--- config.mk ---
export PLATFORM = sky130hd
export DESIGN_NAME = wsls_ctrl
export DESIGN_NICKNAME = d
export VERILOG_FILES = /design/src/rtl/wsls_pkg.sv /design/src/rtl/wsls_ctrl.sv
export SDC_FILE = /design/constraint.sdc
export NUM_CORES = 1
export LEC_CHECK = 0
export ABC_AREA = 1
export BUFFER_PORTS_ARGS = -buffer_cell sky130_fd_sc_hd__buf_4
export CAP_MARGIN = 20
export CORE_AREA = 2 2 39 41
export DETAILED_ROUTE_END_ITERATION = 10
export DIE_AREA = 0 0 41 43
export PLACE_DENSITY = 0.59
export SLEW_MARGIN = 30
export SYNTH_ARGS = -nofsm -noshare
export SYNTH_HDL_FRONTEND = slang
export SYNTH_SLANG_ARGS = --single-unit
--- constraint.sdc ---
create_clock -name clk -period 1.08 [get_ports clk]
set_input_delay 0.27 -clock clk [delete_from_list [all_inputs] [get_ports clk]]
set_output_delay 0.27 -clock clk [all_outputs]
set_load 0.005 [all_outputs]
--- src/rtl/wsls_pkg.sv ---
package wsls_pkg;
  localparam int MaxWordsDef   = 128;
  localparam int WordBytesDef  = 128;
  localparam int TotalBytesDef = 1024;

  localparam logic [1:0] CMD_PUSH = 2'd0;
  localparam logic [1:0] CMD_END  = 2'd1;
  localparam logic [1:0] CMD_POP  = 2'd2;

  localparam logic [1:0] ST_OK      = 2'd0;
  localparam logic [1:0] ST_DROP    = 2'd1;
  localparam logic [1:0] ST_ILLEGAL = 2'd2;

  localparam logic [7:0] SPACE_BYTE = 8'd32;
  localparam logic [7:0] NUL_BYTE   = 8'd0;

  typedef struct packed {
    logic [1:0] cmd;
    logic [7:0] char_in;
  } wsls_in_t;

  typedef struct packed {
    logic [1:0] status;
    logic [7:0] out_char;
    logic       char_valid;
    logic       word_end;
    logic       list_end;
    logic [7:0] word_count;
  } wsls_out_t;

  typedef enum logic [3:0] {
    S_IDLE,    // wait for command
    S_EXEC,    // decode and act on latched item
    S_INIT,    // fill order table with identity
    S_RDI,     // read order[i]
    S_RDJ,     // read order[j]
    S_LENI,    // length of order[i]
    S_LENJ,    // length of order[j]
    S_CMP,     // compare, maybe swap
    S_POPA,    // read order[read_word]
    S_POPB,    // read length/start of word
    S_POPC,    // read byte
    S_POPD     // emit pop result
  } wsls_state_t;

  typedef struct packed {
    logic latch;
    logic exec;
    logic init_step;
    logic rd_i;
    logic rd_j;
    logic len_i;
    logic len_j;
    logic cmp;
    logic pop_a;
    logic pop_b;
    logic pop_c;
    logic pop_d;
  } wsls_cmd_t;

  typedef struct packed {
    logic is_pop;      // pop in reading phase with words left
    logic sort_go;     // exec started a sort
    logic init_done;
    logic inner_done;  // j reached end after compare
    logic outer_done;  // no more i
    logic pop_byte;    // pop needs a byte read
  } wsls_stat_t;
endpackage

--- src/rtl/wsls_ctrl.sv ---
module wsls_ctrl import wsls_pkg::*; (
  input  logic       clk,
  input  logic       rst,
  input  logic       start,
  input  wsls_stat_t stat,
  output wsls_cmd_t  cmd,
  output logic       busy
);
  wsls_state_t state, state_next;

  always_ff @(posedge clk) begin
    if (rst) begin
      state <= S_IDLE;
    end else begin
      state <= state_next;
    end
  end

  always_comb begin
    state_next = state;
    unique case (state)
      S_IDLE: if (start) state_next = S_EXEC;
      S_EXEC: begin
        if (stat.sort_go) state_next = S_INIT;
        else if (stat.is_pop) state_next = S_POPA;
        else state_next = S_IDLE;
      end
      S_INIT: if (stat.init_done) state_next = stat.outer_done ? S_IDLE : S_RDI;
      S_RDI:  state_next = S_RDJ;
      S_RDJ:  state_next = S_LENI;
      S_LENI: state_next = S_LENJ;
      S_LENJ: state_next = S_CMP;
      S_CMP: begin
        if (stat.inner_done && stat.outer_done) state_next = S_IDLE;
        else state_next = S_RDI;
      end
      S_POPA: state_next = S_POPB;
      S_POPB: state_next = S_POPC;
      S_POPC: state_next = S_POPD;
      S_POPD: state_next = S_IDLE;
      default: state_next = S_IDLE;
    endcase
  end

  always_comb begin
    cmd = '0;
    busy = (state != S_IDLE);
    unique case (state)
      S_IDLE: cmd.latch = start;
      S_EXEC: cmd.exec = 1'b1;
      S_INIT: cmd.init_step = 1'b1;
      S_RDI:  cmd.rd_i = 1'b1;
      S_RDJ:  cmd.rd_j = 1'b1;
      S_LENI: cmd.len_i = 1'b1;
      S_LENJ: cmd.len_j = 1'b1;
      S_CMP:  cmd.cmp = 1'b1;
      S_POPA: cmd.pop_a = 1'b1;
      S_POPB: cmd.pop_b = 1'b1;
      S_POPC: cmd.pop_c = 1'b1;
      S_POPD: cmd.pop_d = 1'b1;
      default: cmd = '0;
    endcase
  end
endmodule

==> reports/qor.yml, run 1 <==
cts_root_buf: "clkbuf_4"
grt_pass1_vias: 472
netlist_area_um2: 366.6
holdPathStages: 2
met1Wirelength_um: 493
drc: 0
rr_endpoint: "state[1]"
ant_nets: 0
syn-num-nets: 70
fin_util_pct: 56.15
placed_area_um2: 599.3
vias: 515
syn_inst: 61
cp-end-kind: "output port"
fin_ws_ns: -0.2716
start_kind: "flop"
vdd_drop_max_mv: 0.5901
cap_violations: 0
syn_avg_cell_area_um2: 6.010
die_w_um: 41
n_antenna_cell: 0
top_layer: "met4"
htreeDepth: 1
syn2layout_area_growth_pct: 111.9
clk_path_buf_depth: 2
criticalPathCategory: "flop to output port"
cts_buffers: 3
place_congestion: 0.8175
hold_viol_final: 0
synth-edff-count: 0
yosysSeqAreaShare_pct: 21.84
avgRoutedWirePerCell_um: 10.20
grt_max_degree: 7
period_minus_slack_ns: 1.352
worstPathArrival_ns: 1.08
p_per_area_mw_per_mm2: 1319
yosys.area.top_type: "dfxtp_1"
dieArea_mm2: 0.001763
status: "finished, violations left"
hold_start: "rst"
synth_ff_type: "dfxtp_1"
min_to: "state[1]"
fin_worst_skew_ns: 0.005998
synthTopCellsByArea: "dfxtp_1, nor2_1, nand2_2"
rsz0062_at_grt: "yes"
hold_ws_ns: 0.2150
place_ws_ns: -0.08626
port_buffers: 20
ys_seq_elements: 4
synth-async-reset-ratio_pct: 0
cts.hold.buffers_added: 0
antenna_found_initial: 0
grt_pass1_wl_um: 1849
leakagePower_uw: 0.0003925
dpl.hpwl_um: 827.9
relSlewSlack_pct: 81.31
drtIter0Drc: 5
period_share_pct: 125.2
fmax_mhz: 739.8
r2r-start: "state[3]"
ys_types: 16
yosysMostFrequentCell: "nor2_1"
seq_power_share_pct: 20.3
ys_top_cells_by_count: "nor2_1, nand2_1, inv_2, nand2_2, inv_1"
io_pins: 22
max_stage_delay_ns: 0.35
worst_slew_pin_slew_ns: 0.2793
grt-ovfl-total: 0
yosysTopAreaCellShare_pct: 21.84
die_height_um: 43
vias_per_cell: 4.440
wl_um: 1183
violations: "setup timing"
clkPwrFrac_pct: 19.1
worst-path-max-fanout: 5
worst-r2r-setup-slack_ns: -0.15
internal_power_uw: 647.1
reg.largest.list: "state: 4 flops"
final.setup.tns_ns: -3.180
clkSlewWorstSetupHoldPaths_ns: 0.04
core_mm2: 0.001384
final_area_um2: 777.0
yosys_warnings: 0
first_pass_iters: 4
crit_path_cell_trace: "inv_4, nand2_4, buf_4, nor2_4, buf_6"
power.switching_uw: 377.4
num_rows: 14
cts.sink_count: 4
route.met2.wl_um: 625
cts_tree: "yes"
setup_viol: 16
worstHoldPathType: "input port to flop"
drv_slew: 0
pwr-share-comb_pct: 60.6
wl_met3_um: 49
clock_latency_ns: 0.24
track_usage_pct: 15.78
regMostFlops: "state"
crit_slowest_cell: "dfxtp_4"
swShare_pct: 36.83
initial_core_util_pct: 26.49
drive_gt1_share_pct: 72.00
num-nets-final: 111
largest_reg_flops: 4
worstPathRequired_ns: 0.81
reg2reg_depth: 10
==> timing repair <==
item,in CTS,in global routing
endpoints found under the setup margin,16,16
cloned,0,0
setup buffers,4,4
pin swaps,3,8
resized for setup,18,10
==> kinds of logic after synthesis <==
family,Yosys count,share of synthesized area [%]
AOI/OAI and AO/OA,5,8.873
buffers and inverters,11,11.26
DFF,4,21.84
and+or+nand+nor,41,58.02
==> layout make-up <==
| class | count | area [um^2] |
|---|---|---|
| Fill cell | 138 | 606.8 |
| Tap cell | 16 | 20.02 |
| Clock buffer | 3 | 22.52 |
| Multi-Input combinational cell | 46 | 295.3 |
| Timing Repair Buffer | 36 | 297.8 |
| Inverter | 11 | 48.80 |
| Sequential cell | 4 | 92.59 |
==> routing by layer <==
metal / global-route usage, % / vias up
met5: 0 / -
met4: 10.00 / 0
met3: 1.571 / 2
met2: 25.94 / 12
met1: 18.06 / 234
li1: - / 267
==> through the flow <==
stage                     cells  power [uW]
after floorplan              61       411.6
after global placement      105       613.8
after detailed placement    105       621.5
after CTS                   112       931.8
after global routing        116        1108
final                       116        1025
==> power groups by stage <==
stage	Clock, uW	Combinational, uW	Sequential, uW
6_report	195	621	208
5_1_grt	216	679	212
4_1_cts	204	524	204
3_5_place_dp	0	425	197
3_3_place_gp	0	418	196
2_1_floorplan	0	217	194
==> cells in the final DEF, fill, tap and decap left out <==
| cell type | synthesis | layout |
|---|---|---|
| buf_4 | 0 | 31 |
| nor2_1 | 16 | 10 |
| nand2_1 | 9 | 7 |
| nand2_2 | 6 | 5 |
| nand2_4 | 1 | 4 |
| inv_2 | 6 | 4 |
| nor2_2 | 0 | 4 |
| inv_1 | 5 | 4 |
| buf_6 | 0 | 4 |
| inv_4 | 0 | 3 |
| nor2_4 | 1 | 3 |
| a21oi_1 | 3 | 3 |
| clkbuf_4 | 0 | 3 |
| dfxtp_4 | 0 | 3 |
| nand3_2 | 1 | 2 |
| nor3_2 | 2 | 2 |
| nand3_1 | 3 | 2 |
| nand4_1 | 1 | 1 |
| nand3b_1 | 1 | 1 |
| o21ai_2 | 1 | 1 |
| a21oi_2 | 1 | 1 |
| buf_12 | 0 | 1 |
| dfxtp_2 | 0 | 1 |
==> how the worst max path moves through the flow <==
stage,from,end,cells after the start
finish,state[3],cmd[9],5
global route,state[3],cmd[11],6
CTS,state[3],cmd[11],6
detailed placement,state[2],cmd[11],6
global placement,state[3],cmd[11],6
floorplan,state[0],cmd[11],5
==> worst max-delay path, delay by kind of cell, from the launching register on <==
family                 cells  cell delay (ns)
flip-flops                 1             0.35
buffers and inverters      3             0.32
AND/OR/NAND/NOR            2             0.18
No activity file was read; power rests on OpenSTA's default activity.
==> run 2: changes to the inputs <==
==> constraint.sdc (replaced) <==
create_clock -name clk -period 1.1 [get_ports clk]
set_input_delay 0.275 -clock clk [delete_from_list [all_inputs] [get_ports clk]]
set_output_delay 0.275 -clock clk [all_outputs]
set_load 0.005 [all_outputs]
==> run 2 against run 1 <==
  * Final area increased by 1.1%
  * The run still ends with setup timing left
  * Flip-flop and latch count did not move
  * Die area is the same
  * Largest cell class is now multi-input combinational cells
  * Register-to-register slack improved by 0.06 ns
  * First-iteration DRC count grew to 4.0 times the previous value
  * Worst hold slack better by 0.0096 ns
  * Sequential power fell by 3%
  * Cell count is 0.86% lower
  * Combinational power down 4.3%
==> reports/qor.yml, run 2 (same netlist as run 1, synthesis figures left out) <==
status: "finished, violations left"
violations: "setup timing"
htreeDepth: 1  # unchanged
cap_violations: 0  # unchanged
worst-path-max-fanout: 4  # -1
die_w_um: 41  # unchanged
final_area_um2: 785.8  # +1.1%
dpl.hpwl_um: 791.1  # -4.4%
cts.sink_count: 4  # unchanged
vias_per_cell: 4.443  # about the same
leakagePower_uw: 0.0003885  # -1.0%
num-nets-final: 110  # -0.90%
largest_reg_flops: 4  # unchanged
reg.largest.list: "state: 4 flops"
cts_root_buf: "clkbuf_4"
seq_power_share_pct: 20.7  # +0.4 points
drc: 0  # unchanged
worstPathArrival_ns: 1.07  # about the same
syn2layout_area_growth_pct: 114.3
period_share_pct: 122.3
dieArea_mm2: 0.001763  # unchanged
relSlewSlack_pct: 86.31  # +5.0 points
post-place-cells: 106  # +0.95%
fin_util_pct: 56.78  # +0.63 points
grt_pass1_wl_um: 1828  # -1.1%
cts_tree: "yes"
drtIter0Drc: 20  # +15
pwr-share-comb_pct: 60.8  # +0.2 points
layout_common_cells: "buf_4, nor2_1, nand2_1, buf_6, nor2_4"
drive_gt1_share_pct: 72.73  # +0.73 points
fin_ws_ns: -0.2454  # +0.02626 ns
cp.buffers_inverters: 3  # unchanged
drv_slew: 0  # unchanged
worstHoldPathType: "input port to flop"
clock_latency_ns: 0.23  # about the same
io_pins: 22  # unchanged
core_mm2: 0.001384  # unchanged
place_congestion: 0.7683  # -6.0%
hold_viol_final: 0  # unchanged
period_minus_slack_ns: 1.345
clk_path_buf_depth: 2  # unchanged
die_height_um: 43  # unchanged
rsz0062_at_grt: "yes"
final_cells: 115  # -0.86%
track_usage_pct: 15.36  # -0.42 points
ant_nets: 0  # unchanged
swShare_pct: 37.86  # +1.0 points
crit_slowest_cell: "dfxtp_2"
avgRoutedWirePerCell_um: 10.03  # -1.6%
p_per_area_mw_per_mm2: 1244  # -5.7%
vdd_drop_max_mv: 0.6464  # +9.5%
start_kind: "flop"
crit_path_cell_trace: "inv_4, nand2_4, nor2_4, inv_2, nor2_1, buf_4"
setup_viol: 15  # -1
grt_max_degree: 7  # unchanged
layout_commonest_cell: "buf_4"
grt_pass1_vias: 464  # -1.7%
cts_buffers: 3  # unchanged
power.switching_uw: 370.0  # -2.0%
internal_power_uw: 607.4  # -6.1%
num_rows: 14  # unchanged
clkSlewWorstSetupHoldPaths_ns: 0.04  # about the same
vias: 511  # -0.78%
totalPowerFinal_uw: 977.4  # -4.6%
fmax_mhz: 743.3
cp-end-kind: "output port"
clkPwrFrac_pct: 18.6  # -0.5 points
placed_area_um2: 606.8  # +1.3%
path_delay_family: "flip-flops"
worstPathRequired_ns: 0.82  # about the same
first_pass_iters: 4  # unchanged
antenna_found_initial: 0  # unchanged
initial_core_util_pct: 26.49  # unchanged
wl_um: 1154  # -2.5%
criticalPathCategory: "flop to output port"
worst_slew_pin_slew_ns: 0.2042  # -0.07505 ns
fin_worst_skew_ns: 0.001936  # -0.004062 ns
max_stage_delay_ns: 0.34  # about the same
n_antenna_cell: 0  # unchanged
grt-ovfl-total: 0  # unchanged
regMostFlops: "state"
port_buffers: 20  # unchanged
run 2: routing by layer:
layer | share of wire, % | vias up | GRT usage [%]
li1 | - | 269 | -
met1 | 40 | 230 | 20.58
met2 | 55 | 12 | 23.13
met3 | 4.7 | 0 | 3.141
met4 | 0 | 0 | 6.000
met5 | 0 | - | 0
run 2: power groups by stage:
stage	Combinational [uW]	Clock, uW	Sequential [uW]
6_report	594	182	202
5_1_grt	645	188	205
4_1_cts	536	185	199
3_5_place_dp	421	0	193
3_3_place_gp	416	0	192
2_1_floorplan	213	0	191
run 2: final cells by class:
class                           instances  area, um^2
Clock buffer                            3       22.52
Fill cell                             129       598.1
Inverter                               11       48.80
Multi-Input combinational cell         46       319.1
Sequential cell                         4       90.09
Tap cell                               16       20.02
Timing Repair Buffer                   35       285.3
run 2: timing repair:
action	CTS	global route
setup buffers	5	2
pin swaps	5	5
hold buffers	0	0
resized for setup	21	14
setup endpoints to repair	16	16
run 2: through the flow:
stage	TNS, ns	setup slack, ns	hold WS (ns)
6_report	-2.782	-0.2454	0.2245
5_1_grt	-3.587	-0.2936	0.2315
4_1_cts	-2.686	-0.2532	0.2240
3_5_place_dp	-0.2350	-0.05819	0.4754
3_3_place_gp	-0.1529	-0.03304	0.4689
2_1_floorplan	0	0.02460	0.3374
run 2: final timing paths:
check	start	endpoint	slack, ns	cells past startpoint
min reg2reg	state[3]	state[3]	0.65	3
max	state[2]	cmd[11]	-0.25	6
max reg2reg	state[0]	state[1]	-0.09	10
min	rst	state[1]	0.22	2
